==> src/rtl/core/bba_pkg.sv <==
// Shared types and constants of the bitmap block allocator.
// No dependencies; imported by the allocator core.
package bba_pkg;

   localparam int MAX_BLOCKS   = 64;
   localparam int FILE_ID_BITS = 8;
   localparam int ADDR_BITS    = 6;
   localparam int CNT_BITS     = 7;
   localparam int MODE_BITS    = 2;
   localparam int STATUS_BITS  = 2;
   localparam int ENTRY_BITS   = FILE_ID_BITS + 1;

   localparam logic [CNT_BITS-1:0] BLOCK_COUNT_RESET = CNT_BITS'(MAX_BLOCKS);
   localparam logic [CNT_BITS-1:0] MAX_BLOCKS_CNT    = CNT_BITS'(MAX_BLOCKS);

   localparam logic [MODE_BITS-1:0] MODE_ALLOC   = 2'd0;
   localparam logic [MODE_BITS-1:0] MODE_FREE    = 2'd1;
   localparam logic [MODE_BITS-1:0] MODE_PRELOAD = 2'd2;

   localparam logic [STATUS_BITS-1:0] STATUS_GRANTED = 2'd0;
   localparam logic [STATUS_BITS-1:0] STATUS_NONE    = 2'd1;
   localparam logic [STATUS_BITS-1:0] STATUS_SHORT   = 2'd2;
   localparam logic [STATUS_BITS-1:0] STATUS_FREED   = 2'd3;

   typedef enum logic [1:0] {
      ST_IDLE,
      ST_COUNT,
      ST_CLAIM,
      ST_FREE
   } state_type;

endpackage

==> src/rtl/core/bitmap_block_allocator_core.sv <==
// Bitmap block allocator core: block table memory, scan sequencer and result register.
// Depends on bba_pkg for widths, mode and status codes and the sequencer states.
//
// The block keeps a used bit and an owner file id for each disk block in one
// synchronous memory, read one entry per cycle through a registered read port.
// A request is taken when start is high and busy is low. An allocate request
// makes a counting pass over the blocks in use and, when enough blocks are
// free, a claiming pass that stops after the last granted block; the passes
// run one after the other over the single read port of the block table. A
// free request makes one pass. A preload request is done in its accept cycle
// and gives no result. Results appear on the rsp_ ports for exactly one cycle,
// marked by rsp_valid; the receiver cannot stall them, so they must be taken
// when shown. Each entry has a valid flip-flop that reset clears, so the
// table reads as all free right after reset with no clearing pass. The
// block_count register may be written only while busy is low.
module bitmap_block_allocator_core (
   input  logic                                clock,
   input  logic                                reset,
   input  logic                                start,
   output logic                                busy,
   input  logic [bba_pkg::MODE_BITS-1:0]       req_mode,
   input  logic [bba_pkg::FILE_ID_BITS-1:0]    req_file_id,
   input  logic [bba_pkg::CNT_BITS-1:0]        req_blocks_wanted,
   input  logic [bba_pkg::ADDR_BITS-1:0]       req_preload_block,
   output logic                                rsp_valid,
   output logic [bba_pkg::STATUS_BITS-1:0]     rsp_status,
   output logic [bba_pkg::ADDR_BITS-1:0]       rsp_granted_block,
   output logic [bba_pkg::CNT_BITS-1:0]        rsp_freed_count,
   output logic                                rsp_last_result,
   input  logic                                csr_valid,
   output logic                                csr_ready,
   input  logic [bba_pkg::CNT_BITS-1:0]        csr_block_count
);
   import bba_pkg::*;

   // Configuration register.
   logic [CNT_BITS-1:0]     block_count_ff;
   logic [CNT_BITS-1:0]     n_blocks;

   // Sequencer state.
   state_type               state_ff, state_in;
   logic [CNT_BITS-1:0]     idx_ff, idx_in;
   logic [CNT_BITS-1:0]     tally_ff, tally_in;
   logic [CNT_BITS-1:0]     remain_ff, remain_in;
   logic [FILE_ID_BITS-1:0] id_ff, id_in;

   // Read pipeline: the address issued last cycle and whether it was issued.
   logic                    s1_vld_ff;
   logic [ADDR_BITS-1:0]    s1_idx_ff;
   logic                    issue;
   logic                    pass_done;
   logic                    accept;

   // Block table and its per-entry valid bits.
   logic [ENTRY_BITS-1:0]   mem [MAX_BLOCKS];
   logic [ENTRY_BITS-1:0]   mem_q_ff;
   logic [MAX_BLOCKS-1:0]   valid_ff;
   logic                    vld_q_ff;
   logic                    used_q;
   logic [FILE_ID_BITS-1:0] owner_q;

   logic                    wr_en;
   logic [ADDR_BITS-1:0]    wr_addr;
   logic [ENTRY_BITS-1:0]   wr_data;

   // Result register.
   logic                    rsp_valid_ff, rsp_valid_in;
   logic [STATUS_BITS-1:0]  rsp_status_ff, rsp_status_in;
   logic [ADDR_BITS-1:0]    rsp_block_ff, rsp_block_in;
   logic [CNT_BITS-1:0]     rsp_freed_ff, rsp_freed_in;
   logic                    rsp_last_ff, rsp_last_in;

   assign busy      = (state_ff != ST_IDLE);
   assign accept    = start && !busy;
   assign csr_ready = 1'b1;

   // Values above the table size count as the whole table.
   assign n_blocks = (block_count_ff > MAX_BLOCKS_CNT) ? MAX_BLOCKS_CNT : block_count_ff;

   // A pass issues one read per cycle until every block in use has been
   // addressed; it is over once the last read has also been processed.
   assign issue     = busy && (idx_ff < n_blocks);
   assign pass_done = (idx_ff >= n_blocks) && !s1_vld_ff;

   // An entry whose valid bit is clear reads as free with no owner.
   assign used_q  = vld_q_ff && mem_q_ff[ENTRY_BITS-1];
   assign owner_q = vld_q_ff ? mem_q_ff[FILE_ID_BITS-1:0] : '0;

   always_ff @(posedge clock) begin
      if (reset) begin
         block_count_ff <= BLOCK_COUNT_RESET;
      end else if (csr_valid && csr_ready) begin
         block_count_ff <= csr_block_count;
      end
   end

   // Block table: one write port, one registered read port.
   always_ff @(posedge clock) begin
      if (wr_en) begin
         mem[wr_addr] <= wr_data;
      end
      mem_q_ff <= mem[idx_ff[ADDR_BITS-1:0]];
   end

   always_ff @(posedge clock) begin
      if (reset) begin
         valid_ff <= '0;
         vld_q_ff <= 1'b0;
      end else begin
         if (wr_en) begin
            valid_ff[wr_addr] <= 1'b1;
         end
         vld_q_ff <= valid_ff[idx_ff[ADDR_BITS-1:0]];
      end
   end

   // Next state of the sequencer.
   always_comb begin
      state_in = state_ff;
      unique case (state_ff)
         ST_IDLE: begin
            if (accept) begin
               if (req_mode == MODE_ALLOC) begin
                  state_in = ST_COUNT;
               end else if (req_mode == MODE_FREE) begin
                  state_in = ST_FREE;
               end
            end
         end
         ST_COUNT: begin
            if (pass_done) begin
               if ((remain_ff > tally_ff) || (remain_ff == '0)) begin
                  state_in = ST_IDLE;
               end else begin
                  state_in = ST_CLAIM;
               end
            end
         end
         ST_CLAIM: begin
            // Leave on the last grant; a read still in flight is then ignored.
            if ((s1_vld_ff && !used_q && (remain_ff == CNT_BITS'(1))) || pass_done) begin
               state_in = ST_IDLE;
            end
         end
         ST_FREE: begin
            if (pass_done) begin
               state_in = ST_IDLE;
            end
         end
         default: state_in = ST_IDLE;
      endcase
   end

   // Datapath, table writes and results.
   always_comb begin
      idx_in        = issue ? idx_ff + CNT_BITS'(1) : idx_ff;
      tally_in      = tally_ff;
      remain_in     = remain_ff;
      id_in         = id_ff;
      wr_en         = 1'b0;
      wr_addr       = s1_idx_ff;
      wr_data       = '0;
      rsp_valid_in  = 1'b0;
      rsp_status_in = STATUS_GRANTED;
      rsp_block_in  = '0;
      rsp_freed_in  = '0;
      rsp_last_in   = 1'b0;

      unique case (state_ff)
         ST_IDLE: begin
            if (accept) begin
               idx_in    = '0;
               tally_in  = '0;
               remain_in = req_blocks_wanted;
               id_in     = req_file_id;
               if ((req_mode == MODE_PRELOAD) &&
                   ({1'b0, req_preload_block} < MAX_BLOCKS_CNT)) begin
                  wr_en   = 1'b1;
                  wr_addr = req_preload_block;
                  wr_data = {1'b1, {FILE_ID_BITS{1'b0}}};
               end
            end
         end
         ST_COUNT: begin
            if (s1_vld_ff && !used_q) begin
               tally_in = tally_ff + CNT_BITS'(1);
            end
            if (pass_done) begin
               idx_in       = '0;
               rsp_last_in  = 1'b1;
               if (remain_ff > tally_ff) begin
                  rsp_valid_in  = 1'b1;
                  rsp_status_in = STATUS_SHORT;
               end else if (remain_ff == '0) begin
                  rsp_valid_in  = 1'b1;
                  rsp_status_in = STATUS_NONE;
               end
            end
         end
         ST_CLAIM: begin
            if (s1_vld_ff && !used_q && (remain_ff != '0)) begin
               wr_en         = 1'b1;
               wr_data       = {1'b1, id_ff};
               remain_in     = remain_ff - CNT_BITS'(1);
               rsp_valid_in  = 1'b1;
               rsp_status_in = STATUS_GRANTED;
               rsp_block_in  = s1_idx_ff;
               rsp_last_in   = (remain_ff == CNT_BITS'(1));
            end
         end
         ST_FREE: begin
            if (s1_vld_ff && used_q && (owner_q == id_ff) && (id_ff != '0)) begin
               wr_en    = 1'b1;
               wr_data  = '0;
               tally_in = tally_ff + CNT_BITS'(1);
            end
            if (pass_done) begin
               rsp_valid_in  = 1'b1;
               rsp_status_in = STATUS_FREED;
               rsp_freed_in  = tally_ff;
               rsp_last_in   = 1'b1;
            end
         end
         default: begin
         end
      endcase
   end

   always_ff @(posedge clock) begin
      if (reset) begin
         state_ff     <= ST_IDLE;
         s1_vld_ff    <= 1'b0;
         rsp_valid_ff <= 1'b0;
      end else begin
         state_ff     <= state_in;
         s1_vld_ff    <= issue;
         rsp_valid_ff <= rsp_valid_in;
      end
   end

   always_ff @(posedge clock) begin
      idx_ff        <= idx_in;
      tally_ff      <= tally_in;
      remain_ff     <= remain_in;
      id_ff         <= id_in;
      s1_idx_ff     <= idx_ff[ADDR_BITS-1:0];
      rsp_status_ff <= rsp_status_in;
      rsp_block_ff  <= rsp_block_in;
      rsp_freed_ff  <= rsp_freed_in;
      rsp_last_ff   <= rsp_last_in;
   end

   assign rsp_valid         = rsp_valid_ff;
   assign rsp_status        = rsp_status_ff;
   assign rsp_granted_block = rsp_block_ff;
   assign rsp_freed_count   = rsp_freed_ff;
   assign rsp_last_result   = rsp_last_ff;

   // A claiming pass only runs while grants are still owed.
   a_claim_owes: assert property (@(posedge clock) disable iff (reset)
      (state_ff == ST_CLAIM) |-> (remain_ff != '0))
      else $error("claim pass running with nothing left to grant");

   // A grant that is not the last one leaves the sequencer in the claim pass.
   a_grant_continues: assert property (@(posedge clock) disable iff (reset)
      (rsp_valid && !rsp_last_result) |-> (state_ff == ST_CLAIM))
      else $error("non-final grant without a running claim pass");

   // Granted blocks lie among the blocks in use.
   a_grant_in_range: assert property (@(posedge clock) disable iff (reset)
      (rsp_valid && (rsp_status == STATUS_GRANTED)) |->
         ({1'b0, rsp_granted_block} < n_blocks))
      else $error("granted block outside the blocks in use");

   // Table writes from a pass never coincide with a preload.
   a_write_source: assert property (@(posedge clock) disable iff (reset)
      (wr_en && (state_ff == ST_IDLE)) |-> (accept && (req_mode == MODE_PRELOAD)))
      else $error("table write in idle without a preload request");

endmodule
==> config.mk <==
export PLATFORM = sky130hd
export DESIGN_NAME = bitmap_block_allocator_core
export DESIGN_NICKNAME = d
export VERILOG_FILES = /design/src/rtl/core/bba_pkg.sv /design/src/rtl/core/bitmap_block_allocator_core.sv
export SDC_FILE = /design/constraint.sdc
export NUM_CORES = 1
export LEC_CHECK = 0
export ABC_AREA = 0
export BUFFER_PORTS_ARGS = -buffer_cell sky130_fd_sc_hd__buf_2
export CAP_MARGIN = 15
export CORE_MARGIN = 2
export CORE_UTILIZATION = 60
export CTS_BUF_LIST = sky130_fd_sc_hd__clkbuf_8
export CTS_CLUSTER_SIZE = 14
export DETAILED_ROUTE_END_ITERATION = 8
export PLACE_DENSITY = 0.89
export SYNTH_ARGS = -nofsm -noshare
export SYNTH_HDL_FRONTEND = slang
export SYNTH_SLANG_ARGS = --single-unit
export TNS_END_PERCENT = 1
==> constraint.sdc <==
create_clock -name clock -period 3.97 [get_ports clock]
set_input_delay 0.397 -clock clock [delete_from_list [all_inputs] [get_ports clock]]
set_output_delay 0.397 -clock clock [all_outputs]
set_load 0.01 [all_outputs]
=== Word level (Yosys, flattened, before mapping) ===
Memories as Yosys holds them, arrays and structs flattened. A register that Yosys moved wholly into a read port is not among the register bits.
Cells that the tools add are included.

* Input bits: 34
* Memory bits (writable): 576
* Flip-flop bits (word level): 127
* Memories: 1
* Word-level logic and storage cells: 124

* Reduce and logical (&&, ||, !) cells: 31
* Eq/ne operators: 15
* $add $sub $neg: 3
* Order comparisons: 7
* Muxes and demuxes: 51
* Bitwise logic cells: 1

{| class="wikitable"
|+ Memory list
! name !! depth !! width !! read ports !! clocked after Yosys merged registers in !! wr ports !! line !! RTL
|-
| mem || 64 || 9 || 1 || 1 || 1 || bitmap_block_allocator_core.sv:55 || <nowiki>logic [ENTRY_BITS-1:0] mem [MAX_BLOCKS];</nowiki>
|}

{| class="wikitable"
|+ Operator list
! cell !! count
|-
| 64-bit OR || 1
|-
| 7-bit two-way mux || 9
|-
| 7-bit one-hot mux with 2 select lines || 2
|-
| 9-bit two-way mux || 3
|-
| 7-bit one-hot mux with 3 select lines || 1
|-
| 2-bit two-way mux || 10
|-
| 6-bit two-way mux || 3
|-
| 9-bit one-hot mux with 2 select lines || 1
|-
| 7-bit by 1-bit adder with 7-bit output (second input constant) || 2
|-
| 6-bit by 7-bit less-than comparator with 1-bit output (second input constant) || 2
|-
| 1-bit two-way mux || 14
|-
| 2-bit inequality test (second input constant) || 7
|-
| 1-bit logical AND || 11
|-
| 8-bit equality test || 1
|-
| 8-bit two-way mux || 1
|-
| 2-bit one-hot mux with 4 select lines || 1
|-
| 8-bit nonzero test || 1
|-
| 7-bit by 1-bit equality test with 1-bit output (second input constant) || 1
|-
| 7-bit greater-or-equal comparator || 1
|-
| 7-bit greater-than comparator || 1
|-
| 7-bit greater-than comparator (second input constant) || 1
|-
| 7-bit zero test || 1
|-
| 7-bit less-than comparator || 1
|-
| 7-bit nonzero test || 1
|-
| other kinds (20) || 31
|}

=== Depth between registers and ports, before layout ===
Gate-level depths: netlist (run 1).

* Word-level depth: 10
* Gate-level depth with buffers: 13

=== Least setup slack after synthesis (run 1) ===
OpenSTA, ideal clock, no wires.

* Path type: register -> register
* Start point: register remain_ff[0]
* End point: memory mem[0][8] (netlist name) (data pin)
* Stages on the path, launching flop included: 7
* Setup slack: 0.928 ns
* Path buffers: 1
* Arrival time: 2.603 ns
* Cells stage by stage: edfxtp_1 > inv_1 > ha_1 > and3b_1 > or3_1 > nand2_2 > clkbuf_1

* Longest elaborated chain between the ends: 4

{| class="wikitable"
|+ Ends and longest elaborated chain
! item !! line !! RTL
|-
| start: declaration || bitmap_block_allocator_core.sv:44 || <nowiki>logic [CNT_BITS-1:0] remain_ff, remain_in;</nowiki>
|-
| start signal: assignment || bitmap_block_allocator_core.sv:244 || <nowiki>remain_ff <= remain_in;</nowiki>
|-
| 7-bit nonzero test || bitmap_block_allocator_core.sv:201 || <nowiki>if (s1_vld_ff && !used_q && (remain_ff != '0)) begin</nowiki>
|-
| 1-bit logical AND || bitmap_block_allocator_core.sv:201 ||
|-
| 9-bit two-way mux || bitmap_block_allocator_core.sv:201 ||
|-
| 9-bit one-hot mux with 2 select lines || bitmap_block_allocator_core.sv:169 || <nowiki>unique case (state_ff)</nowiki>
|-
| named net wr_data[8] || bitmap_block_allocator_core.sv:64 || <nowiki>logic [ENTRY_BITS-1:0] wr_data;</nowiki>
|-
| end: declaration || bitmap_block_allocator_core.sv:55 ||
|}

The timed path passes the listed nets, and every way through them passes these cells.

=== Worst setup path in the final report (run 1) ===
* Start point: register state_ff[0]
* End point: memory mem[13][7] (netlist name) (enable)

* Longest elaborated chain between the ends: 7
* Elaborated cells between the ends (all ways): 12

{| class="wikitable"
|+ Ends and longest elaborated chain
! item !! line !! RTL
|-
| start: declaration || bitmap_block_allocator_core.sv:41 || <nowiki>state_type state_ff, state_in;</nowiki>
|-
| start signal: assignment || bitmap_block_allocator_core.sv:235 || <nowiki>state_ff <= state_in;</nowiki>
|-
| 2-bit nonzero test || bitmap_block_allocator_core.sv:73 || <nowiki>assign busy = (state_ff != ST_IDLE);</nowiki>
|-
| 1-bit zero test || bitmap_block_allocator_core.sv:74 || <nowiki>assign accept = start && !busy;</nowiki>
|-
| 1-bit logical AND || bitmap_block_allocator_core.sv:74 ||
|-
| 1-bit two-way mux || bitmap_block_allocator_core.sv:171 || <nowiki>if (accept) begin</nowiki>
|-
| 1-bit one-hot mux with 3 select lines || bitmap_block_allocator_core.sv:169 ||
|-
| 1-bit two-way mux || bitmap_block_allocator_core.sv:99 || <nowiki>if (wr_en) begin</nowiki>
|-
| 1-bit two-way mux (implied by the code) || bitmap_block_allocator_core.sv:100 || <nowiki>mem[wr_addr] <= wr_data;</nowiki>
|}

Several ways; a longest one is shown, not always the timed one.

==> results of run 1 <==
-- sequential cells by signal, indices dropped and copies added, names as in the netlist --
signal             cells
idx_ff                 7
valid_ff              64
s1_vld_ff              1
mem                  576
rsp_last_result        1
mem_q_ff               9
tally_ff               7
state_ff               2
s1_idx_ff              6
block_count_ff         7
rsp_granted_block      6
remain_ff              7
rsp_valid              1
vld_q_ff               1
rsp_status             2
rsp_freed_count        7
id_ff                  8
-- cell type report --
| cell class | count | area [um2] |
|---|---|---|
| antenna | 1 | 2.50 |
| clock buffer | 115 | 1580 |
| clock inverter | 77 | 424 |
| fill | 2838 | 15400 |
| inverter | 23 | 86.3 |
| multi-input combinational | 797 | 7970 |
| sequential | 712 | 20200 |
| tap | 615 | 769 |
| timing repair buffer | 130 | 1080 |
-- cell usage after synthesis, types with 7 or more instances --
library cell               number
sky130_fd_sc_hd__a21oi_1       12
sky130_fd_sc_hd__a221oi_1      14
sky130_fd_sc_hd__a22oi_1        9
sky130_fd_sc_hd__a31oi_1       66
sky130_fd_sc_hd__and2_1        34
sky130_fd_sc_hd__buf_2         33
sky130_fd_sc_hd__buf_4          9
sky130_fd_sc_hd__clkbuf_1      43
sky130_fd_sc_hd__dfxtp_1      114
sky130_fd_sc_hd__edfxtp_1     598
sky130_fd_sc_hd__ha_1          19
sky130_fd_sc_hd__inv_1         21
sky130_fd_sc_hd__mux2i_1       39
sky130_fd_sc_hd__mux4_2       171
sky130_fd_sc_hd__nand2_1       54
sky130_fd_sc_hd__nand3_1       19
sky130_fd_sc_hd__nand3b_1       8
sky130_fd_sc_hd__nor2_1       100
sky130_fd_sc_hd__nor2b_1       12
sky130_fd_sc_hd__nor3_1         7
sky130_fd_sc_hd__nor4_1         9
sky130_fd_sc_hd__o21a_1         7
sky130_fd_sc_hd__o21ai_0       31
sky130_fd_sc_hd__o21ai_2       10
sky130_fd_sc_hd__o22ai_1       64
sky130_fd_sc_hd__o32ai_1        8
sky130_fd_sc_hd__xnor2_1       12
-- worst min-delay path by stage --
stage	start	end	cells after the start
6_report	csr_valid	block_count_ff[6]	2
5_1_grt	csr_valid	block_count_ff[6]	2
4_1_cts	csr_valid	block_count_ff[6]	2
3_5_place_dp	block_count_ff[1]	block_count_ff[1]	2
3_3_place_gp	block_count_ff[0]	block_count_ff[0]	2
2_1_floorplan	idx_ff[0]	s1_idx_ff[0]	0
-- power by group through the flow --
stage               Clock (mW)  Combinational [mW]  Sequential [mW]
floorplan                    0               0.596             8.26
finish                    5.65               0.764             8.14
CTS                       5.69               0.755             8.14
detailed placement           0               0.730             8.29
global route              5.98               0.808             8.14
global placement             0               0.701             8.29
-- cells in the final DEF, fill, tap and decap left out, types with 10 or more instances in the layout --
cell,instances
sky130_fd_sc_hd__edfxtp_1,598
sky130_fd_sc_hd__mux4_2,171
sky130_fd_sc_hd__clkbuf_8,115
sky130_fd_sc_hd__dfxtp_1,110
sky130_fd_sc_hd__nor2_1,100
sky130_fd_sc_hd__inv_1,67
sky130_fd_sc_hd__a31oi_1,66
sky130_fd_sc_hd__o22ai_1,64
sky130_fd_sc_hd__nand2_1,54
sky130_fd_sc_hd__buf_2,51
sky130_fd_sc_hd__buf_4,41
sky130_fd_sc_hd__mux2i_1,39
sky130_fd_sc_hd__o21ai_0,31
sky130_fd_sc_hd__and2_1,26
sky130_fd_sc_hd__dlygate4sd3_1,24
sky130_fd_sc_hd__nand3_1,19
sky130_fd_sc_hd__ha_1,19
sky130_fd_sc_hd__clkinv_1,14
sky130_fd_sc_hd__a221oi_1,14
sky130_fd_sc_hd__buf_12,14
sky130_fd_sc_hd__nor2b_1,12
sky130_fd_sc_hd__a21oi_1,12
sky130_fd_sc_hd__xnor2_1,12
sky130_fd_sc_hd__o21ai_2,10
-- layer usage --
| metal | part of all wire [%] | track usage [%] | vias to the layer above |
|---|---|---|---|
| li1 | - | - | 6942 |
| met4 | 5.3 | 14.4 | 0 |
| met2 | 47 | 44.5 | 1320 |
| met1 | 36 | 38.8 | 8428 |
| met3 | 12 | 7.42 | 289 |
| met5 | 0 | 0 | - |
-- through the flow --
stage          instances  cell area, um2  utilization [%]  setup slack, ps
6_report            2470           32200             67.7              368
5_1_grt             2470           32200             67.7              162
4_1_cts             2468           32200             67.6              418
3_5_place_dp        2252           29900             62.9              415
3_3_place_gp        2245           29800             62.6              605
2_1_floorplan       1626           28700                -              928
-- cell families after synthesis --
kind of cell | synth area share, %
DFF | 70.4
and+or+nand+nor | 4.98
AOI/OAI and AO/OA | 6.44
muxes | 14.9
buffers and inverters | 1.87
adders and majority gates | 0.827
xor gates and xnor gates | 0.549
other | 0.0131
==> results.md, run 1 <==
- The share of cells above drive strength 1 is 24.3%.
- The type of destination of the critical path is a flop.
- Clock tree synthesis found a total of 712 sinks.
- Of the post-synthesis cell area, the dominant cell type holds 62.5%.
- The flow ran to the end, and the final reports show no timing, DRC or antenna violations.
- Dividing the detail-routed via count by the number of cells gives 6.87.
- The floorplan step defined a die boundary enclosing 0.0497 mm2.
- The number of buffers created by CTS is 105.
- The detailed-router iteration count before antenna repair is 7.
- Once the clock tree was built, the setup fixing pass inserted 0 buffers.
- For this run, asynchronously set or reset flops after synthesis account for 0%.
- The clock tree from TritonCTS is built.
- The slowest stage of the critical path belongs to the cell sky130_fd_sc_hd__nor2_1.
- The dominant delay contributor by cell family on the critical path is simple AND/OR/NAND/NOR gates.
- The count of H-tree levels built during CTS is 3.
- The count of mapped cells out of synthesis is 1626.
- The total area inside the core boundary comes to 0.0475 mm2.
- The combinational share of power is 5.3%.
- In this run the power density over the cells is 452 mW/mm2.
- The count of pins on the block boundary is 53.
- The summed negative setup slack over all endpoints is 0 ps.
- Across the run, the number of max-cap violations was 0.
- The worst path uses 90.7% of the clock period.
- In this run the mean area of a mapped cell was 17.7 um2.
- The critical path starts at state_ff[0].
- The routability congestion estimate is 0.888.
- The area growth from synthesis to final layout is 12.0%.
- The pin slew with the least headroom to its limit is 1130 ps.
- Setup repair after global routing left no endpoint under its margin.
- The worst path buffer plus inverter count is 0.
- Row generation in the floorplan step produced 80 rows.
- The total of warnings raised by yosys is 0.
- Across the routed clock network, the largest skew measured is 21.5 ps.
- The class of the most critical hold timing path is input pin to flop.
- STA puts the critical path data arrival time at 3940 ps.
- The switching part of the total power is 22.8%.
- The worst register-to-register path has a setup slack of 370 ps.
- The total net switching power is 3.32 mW.
- The post-CTS resize count is 0.
- The clock latency of the later-clocked register in the worst-skew pair is 720 ps.
- The maximum clock frequency is 278 MHz.
- The critical path goes through nand2_1, nor4_1, nand4_1, nor4_4, o21ai_2, nor2_1.
- The number of buffers added on ports is 51.
- In the final design database the tool counted 1822 nets.
- The post-detailed-routing wire length is 70.8 mm.
- The cell sitting at the root of the clock tree is a sky130_fd_sc_hd__clkbuf_8.
- The predominant post-synthesis flop cell is sky130_fd_sc_hd__edfxtp_1.
- The HPWL after detailed placement is 43.2 mm.
- The worst pin sits at a relative slew slack of 23.9%.
- The post-cts hold buffer count is 24.
- Data on the critical path is required at its endpoint by 4310 ps.
- The kind of critical path is flop to flop.
- The endpoint of the worst-slack reg-to-reg timing path is mem[13][7].
- The via count is 17000.
- The sequential share of power is 55.9%.
- The residual DRC count is 0.
- The source of the worst register-to-register timing path is state_ff[0].
- The average detailed-routed wire length per instance is 28.7 um.
- The total internal power is 11.2 mW.
- Summing internal, switching and leakage power gives 14.6 mW.
- The die is 223 um wide.
- Of all nets on the critical path, the largest fanout is 16.
- The clock share of power is 38.8%.
- The path length in cells of the critical path is 6.
- The via count of the first global-routing pass was 17200.
- In this run the worst setup path terminates at mem[13][7].
- Synthesis instantiated 66 different standard cells from the library.
- The initial antenna violation count is 1.
- The hold slack is 111 ps.
- The combined area of all synthesized cells is 0.0287 mm2.
- The number of violations reported at the end of detailed-routing iteration 0 is 2707.
- Once detail routing completed, the nets flagged for antenna violations numbered 0.
- The worst IR drop on VDD is 0.281 mV.
- The number of cell instances on the worst register-to-register path is 6.
- The part of the Yosys area used for sequential elements is 70.4%.
- The post-synthesis cell type with the largest combined area is sky130_fd_sc_hd__edfxtp_1.
- The pin count of the biggest net entering global routing is 80.
- The synthesized netlist net count is 1679.
- In this run, synthesis inferred 598 flip-flops with an integrated enable.
- The synthesis-stage register bit count is 712.
- The die is 223 um tall.
- The worst setup path is launched from a flop.
- Setup violations remaining at the end of the flow were counted as 0.
- The overall fraction of global-route tracks in use is 28.9%.
- For this run, the slowest stage of the critical path takes 860 ps.
- The total overflow left after global routing is 0.
- The count of final max-slew check failures came to 0.
- The first global-routing pass estimated 106 mm of wire.
- In this run the deepest clock path goes through 3 buffers.
- The worst path in the final design needs a cycle of 3600 ps, including I/O delays and setup.
- The clock slew at the register clock pins of the worst setup and hold paths is 60 ps.
- Yosys attributes the largest share of cell area to sky130_fd_sc_hd__edfxtp_1 62%, sky130_fd_sc_hd__mux4_2 13%, sky130_fd_sc_hd__dfxtp_1 7.9%.
- The analysis attributes to cell leakage a power of 10.2 nW.
- The starting density of the core is 60.4%.
- The hold violation count in the final report came to 0.
No activity file was read; power rests on OpenSTA's default activity.
==> inputs of run 2 (changes only) <==
Settings changed: CTS_BUF_LIST sky130_fd_sc_hd__clkbuf_8 to sky130_fd_sc_hd__clkbuf_4.
==> run 2 against run 1 <==
Compared with the run above:
- the run now ends with design-rule violations left
- die area stayed put
- hold slack gained 39 ps
- critical path depth did not move
- power is 1.9% higher
- clock skew increased by 45 ps
- register-to-register slack barely moved
- count of clock-buffer cells in the layout grew 125
- utilization is 0.47 points higher
- worst setup slack worse by 2.4 ps
- largest cell class unchanged
- largest power group unchanged
==> results.md, run 2 (same netlist as run 1, synthesis figures left out) <==
- The overflow left after global routing is 0.
- Setup repair after global routing left no endpoint under its margin.
- For this run, the top clock speed supported by timing is 277 MHz.
- The sequential cell area is 0.0202 mm2.
- The number of filler instances in the final layout is 2850.
- Summed over all cells, the static leakage comes to 10.3 nW.
- For the worst setup path, the data required time is 4580 ps.
- The count of buffers added by post-CTS timing repair for setup is 0.
- The die is 223 um wide.
- The kind of critical path is flop to flop.
- The clock passes through at most 3 buffers.
- After the first detailed-routing iteration, the DRC count stood at 2865.
- The library cell used most frequently in the layout, excluding fill and tap cells, is sky130_fd_sc_hd__edfxtp_1.
- The multi-input combinational cells in the finished layout cover a total of 0.00797 mm2.
- The clock net in this run drives a total of 712 sinks.
- Leaving out fill and tap cells, the most frequent cells in the layout are 598 x sky130_fd_sc_hd__edfxtp_1, 240 x sky130_fd_sc_hd__clkbuf_4, 171 x sky130_fd_sc_hd__mux4_2.
- The minimum clock period is 3600 ps.
- In this run the number of H-tree levels came out at 4.
- The largest registers in the layout are mem: 576 flops, valid_ff: 64 flops, mem_q_ff: 9 flops.
- The via count is 17600.
- The launching element type of the critical path is a flop.
- The worst IR drop on VDD is 0.248 mV.
- The area of the core is 0.0475 mm2.
- For this run, the total global-route usage over all layers was measured as 30.2%.
- Once detail routing completed, the nets flagged for antenna violations numbered 0.
- For this configuration, the core starts out at a cell density of 60.4%.
- The clock arrives with 66.3 ps of skew.
- The worst-case register-to-register setup slack is 370 ps.
- The count of final max-slew check failures is 0.
- The number of buffers added on ports is 51.
- The number of nets in the final layout is 1897.
- Setup violations remaining at the end of the flow were counted as 0.
- Of the cells placed in the final design, the portion with a size suffix greater than 1 is 29.1%.
- STA puts the critical path data arrival time at 4210 ps.
- The routability congestion estimate is 0.888.
- The run finished, with violations left.
- The worst pin sits at a relative slew slack of 22.5%.
- The detailed-router iteration count before antenna repair is 9.
- The later pin in the worst-skew pair is clocked with a latency of 1010 ps.
- The number of gates resized after CTS was 0.
- The area growth from synthesis to final layout is 12.7%.
- The class of the most critical hold timing path is input pin to flop.
- The register with the most flip-flops in the layout has 576 of them.
- The hold violation count in the final report came to 0.
- The count of pins on the block boundary is 53.
- The register bank with the most flops is mem.
- Max-cap violations in this run came to 0.
- After clock tree synthesis, the clock-pin slew on the worst setup and hold paths is 80 ps.
- The final critical path takes up 90.8% of the cycle.
- The power density of the placed cells is 458 mW/mm2.
- The post-detailed-route via-to-cell ratio is 6.80.
- Buffers inserted during clock tree synthesis total 167.
- Of all nets on the critical path, the largest fanout is 16.
- The routed design has 73.7 mm of wire.
- Dividing the detail-routed wire length by the instance count gives 28.5 um.
- The clock tree from TritonCTS is built.
- The initial antenna violation count came to 3.
- The pin slew with the least headroom to its limit is 1150 ps.
- Adding up every negative setup slack in the final design gives 0 ps.
- The HPWL after detailed placement is 43.2 mm.
- The checks that failed: design-rule violations.
- In this run the vertical extent of the chip is 223 um.
- The full die area is 0.0497 mm2.
- The floorplan row count is 80.
- The first-pass GRT wire length is 110 mm.
- The pin count of the biggest net entering global routing is 80.
- The via count of the first global-routing pass is 17900.
- The cell chosen for the clock root is sky130_fd_sc_hd__clkbuf_4.
- The worst setup path is captured at a flop.
- The residual DRC count is 12.
- Once layout is complete, the utilization of the core stands at 68.1%.
==> run 2: layout make-up <==
class                   count  area share [%]
diodes                      3          0.0232
repair buffers            143            3.75
clock buffers             240            5.56
inverters                  23           0.267
flip-flops and latches    712            62.5
multi-input cells         797            24.6
well taps                 615            2.38
clock inverters            49           0.912
==> run 2: through the flow <==
stage	power (mW)	hold WS [ps]	setup WS, ps	cell area [um2]	std cells
floorplan	8.85	352	928	28700	1626
global placement	8.99	470	605	29800	2245
detailed placement	9.02	483	415	29900	2252
CTS	14.8	49.7	365	32400	2578
global route	15.3	116	152	32400	2582
finish	14.8	151	366	32400	2582
==> run 2: worst max-delay path, cell delays in order, from the launching register on <==
cell                      delay [ps]
sky130_fd_sc_hd__dfxtp_1         630
sky130_fd_sc_hd__nand2_1         110
sky130_fd_sc_hd__nor4_1          260
sky130_fd_sc_hd__nand4_1         280
sky130_fd_sc_hd__nor4_4          680
sky130_fd_sc_hd__o21ai_2         480
sky130_fd_sc_hd__nor2_1          780
==> run 2: layer usage <==
| layer | track usage, % | wire length, um | vias up |
|---|---|---|---|
| met3 | 9.11 | 9190 | 293 |
| li1 | - | - | 7181 |
| met4 | 16.7 | 3420 | 0 |
| met1 | 39.5 | 26000 | 8584 |
| met5 | 0 | 0 | - |
| met2 | 46.1 | 35000 | 1495 |
==> run 2: worst paths after layout <==
check / start / to / cells past startpoint
max: state_ff[0] / mem[24][4] / 6
min: req_preload_block[4] / valid_ff[11] / 5
max reg2reg: state_ff[0] / mem[24][4] / 6
min reg2reg: idx_ff[3] / s1_idx_ff[3] / 0
==> run 2: power breakdown <==
part | switching, mW | internal [mW] | total (mW)
Combinational | 0.430 | 0.353 | 0.783
Sequential | 0.0690 | 8.06 | 8.13
Clock | 2.94 | 2.97 | 5.91
Total | 3.44 | 11.4 | 14.8
==> run 2: repair_timing <==
item                                    CTS  global route
endpoints found under the hold margin    32             0
endpoints found under the setup margin    0             0
hold buffers                             37             0
==> inputs of run 3 (changes only) <==
Settings changed: SETUP_SLACK_MARGIN set to 0.5.
==> run 3 against run 2 <==
Compared with the run above:
- highest routed layer unchanged
- worst setup slack better by 110 ps
- sequential share of layout area fell by 0.25 points
- die area unchanged
- global-route usage unchanged
- design area increased by 0.41%
- utilization rose by 0.28 points
- first-iteration DRC count about the same
- critical endpoint is now mem[9][3]
- clock skew is 1.4 ps lower
- sequential cell count unchanged
- routed wire length increased by 0.46%
- the run still ends with design-rule violations left
- register-to-register slack gained 110 ps
- via count rose by 1.1%
==> results.md, run 3 (same netlist as run 1, synthesis figures left out) <==
- In this run the vertical extent of the chip is 223 um.
- The die width is 223 um.
- Headroom to the max-slew limit came out at 18.4%.
- The most common library cell in the layout ignoring fill and taps is sky130_fd_sc_hd__edfxtp_1.
- In the final layout, the registers with the most flip-flops are mem: 576 flops, valid_ff: 64 flops, mem_q_ff: 9 flops.
- In the final layout, the share of cells above drive strength 1 is 31.2%.
- The number of cell instances on the worst register-to-register path is 6.
- Counting instances, the worst hold path has a depth of 5.
- The clock reaches the later pin of the worst-skew pair after 1000 ps.
- The run finished, with violations left.
- Sequential cells burn 54.8% of the power.
- The kind of critical path is flop to flop.
- In this run, the number of DRC markers left after iteration 0 of detailed routing was 2864.
- The worst path buffer plus inverter count is 0.
- The area growth from synthesis to final layout is 13.2%.
- The cell chosen for the clock root is sky130_fd_sc_hd__clkbuf_4.
- The clock slew at the register clock pins of the worst setup and hold paths is 80 ps.
- The total net switching power is 3.44 mW.
- The HPWL after detailed placement is 43.2 mm.
- The startpoint identified for the worst hold timing path is req_preload_block[4].
- The post-detailed-route via-to-cell ratio is 6.86.
- The total of max-cap violations is 0.
- The floorplan row count is 80.
- The antenna violation net count after detailed routing is 0.
- STA classifies the critical path endpoint as a flop.
- The clock share of power is 39.9%.
- The minimum clock period is 3500 ps.
- The non-filler instance count after layout is 2584.
- The first global-routing pass estimated 110 mm of wire.
- Data arrives at the worst endpoint at 4100 ps.
- The first detailed-routing pass took 9 iterations.
- The number of buffers created by CTS is 167.
- The via count is 17700.
- The largest single stage delay on the critical path is 1010 ps.
- The register with the most flip-flops in the final layout is mem.
- The combinational share of power is 5.3%.
- The initial antenna violation count is 3.
- The number of setup violations in the final report is 0.
- The dominant delay contributor by cell family on the critical path is simple AND/OR/NAND/NOR gates.
- In this run the register-to-register setup slack is 470 ps.
- Summing internal, switching and leakage power gives 14.8 mW.
- The signal on the critical path passes through nor4_1, and3b_1, or3_1, nand2_4, o21ai_2, nor2_2.
- The clock tree from TritonCTS is built.
- The register with the most flip-flops in the layout has 576 of them.
- The starting density of the core is 60.4%.
- The leakage power is 10.3 nW.
- The count of final max-slew check failures is 0.
- Hold is met by 160 ps.
- The maximum net fanout on the critical path is 19.
- The internal portion of the total power is 11.4 mW.
- Across the VDD grid, the largest voltage drop is 0.249 mV.
- The via count of the first global-routing pass is 17900.
- STA puts the critical path data required time at 4570 ps.
- The endpoint of the worst-slack reg-to-reg timing path is mem[9][3].
- Clock skew on the completed layout was measured at 64.8 ps.
- Setup total negative slack on the finished layout was measured at 0 ps.
- In this run the count of I/O pins placed on the die edge is 53.
- The overall fraction of global-route tracks in use is 30.2%.
- The number of nets in the final layout is 1899.
- The part of the cycle the worst path needs is 88.0%.
- The startpoint identified for the worst register-to-register timing path is remain_ff[3].
- The post-detailed-routing wire length is 74.0 mm.
- The pin count of the biggest net entering global routing is 80.
- Net switching is 23.2% of the power.
- The residual DRC count is 2.
- Setup repair after global routing could not meet its margin everywhere.
- The overflow left after global routing is 0.
- The pin slew with the least headroom to its limit is 1220 ps.
- The maximum clock frequency is 286 MHz.
- The number of filler instances in the final layout is 2828.
- The placed instance count is 2252.
- The library cells used most frequently in the layout, excluding fill and tap cells, are 598 x sky130_fd_sc_hd__edfxtp_1, 240 x sky130_fd_sc_hd__clkbuf_4, 171 x sky130_fd_sc_hd__mux4_2.
- STA classifies the critical path startpoint as a flop.
- After detailed routing, the average wire length per cell comes to 28.6 um.
- The area of the core is 0.0475 mm2.
- The die covers 0.0497 mm2.
- The clock sink count is 712.
- For this design the ratio of total power to cell area is 456 mW/mm2.
- The checks that failed: design-rule violations.
- The final core utilization is 68.4%.
- On the critical path, the stage with the largest delay is an instance of sky130_fd_sc_hd__o21ai_2.
- The routability congestion estimate is 0.888.
- The tightest min-delay check is of the input pin to flop type.
- The count of H-tree levels built during CTS is 4.
- Port buffering added 51 buffers.
- The endpoint of the worst hold path is valid_ff[11].
- The hold violation count in the final report is 0.
- The maximum root-to-sink buffer count is 3.
-- run 3: layout make-up --
type                       count  area [um2]  share of cell area (%)
multi-input combinational    797        8080                    24.8
clock buffer                 240        1800                    5.54
inverter                      23        86.3                   0.265
clock inverter                49         295                   0.908
antenna                        3        7.51                  0.0231
sequential                   712       20200                    62.3
timing repair buffer         145        1240                    3.82
tap                          615         769                    2.37
-- run 3: worst max-delay path by stage --
| stage | startpoint | to | slack, ps | cells after the start |
|---|---|---|---|---|
| 2_1_floorplan | remain_ff[0] | mem[0][8] | 930 | 6 |
| 3_3_place_gp | state_ff[0] | mem[24][0] | 600 | 6 |
| 3_5_place_dp | state_ff[0] | mem[24][3] | 410 | 6 |
| 4_1_cts | state_ff[0] | mem[8][7] | 390 | 6 |
| 5_1_grt | remain_ff[3] | mem[9][3] | 320 | 6 |
| 6_report | remain_ff[3] | mem[9][3] | 470 | 6 |
-- run 3: power by group through the flow --
stage               clock, mW  sequential (mW)  combinational [mW]
finish                   5.91             8.13               0.789
global route             6.32             8.13               0.832
CTS                      5.95             8.13               0.769
detailed placement          0             8.29               0.730
global placement            0             8.29               0.701
floorplan                   0             8.26               0.596
-- run 3: repair_timing --
action | 4_1_cts | 5_1_grt
endpoints found under the setup margin | 290 | 513
gates resized for setup | 1 | 39
buffers inserted | 0 | 2
endpoints found under the hold margin | 32 | 0
pin swaps | 0 | 1
hold buffers | 37 | 0
-- run 3: worst min-delay path, cell delays in order --
cell                      delay (ps)
sky130_fd_sc_hd__buf_2           170
sky130_fd_sc_hd__o41ai_1         100
sky130_fd_sc_hd__buf_4           170
sky130_fd_sc_hd__a31oi_1         160
sky130_fd_sc_hd__o22ai_1          90
-- run 3: through the flow --
step	cell area, um2	setup slack, ps
finish	32500	474
global route	32500	322
CTS	32400	393
detailed placement	29900	415
global placement	29800	605
floorplan	28700	928
-- run 3: routing by layer --
layer / vias up / routed length [um] / part of all wire [%] / GRT usage [%]
li1: 7190 / - / - / -
met1: 8711 / 25900 / 35 / 39.5
met2: 1533 / 34900 / 47 / 46.1
met3: 304 / 9310 / 13 / 9.11
met4: 0 / 3950 / 5.3 / 16.7
met5: - / 0 / 0 / 0
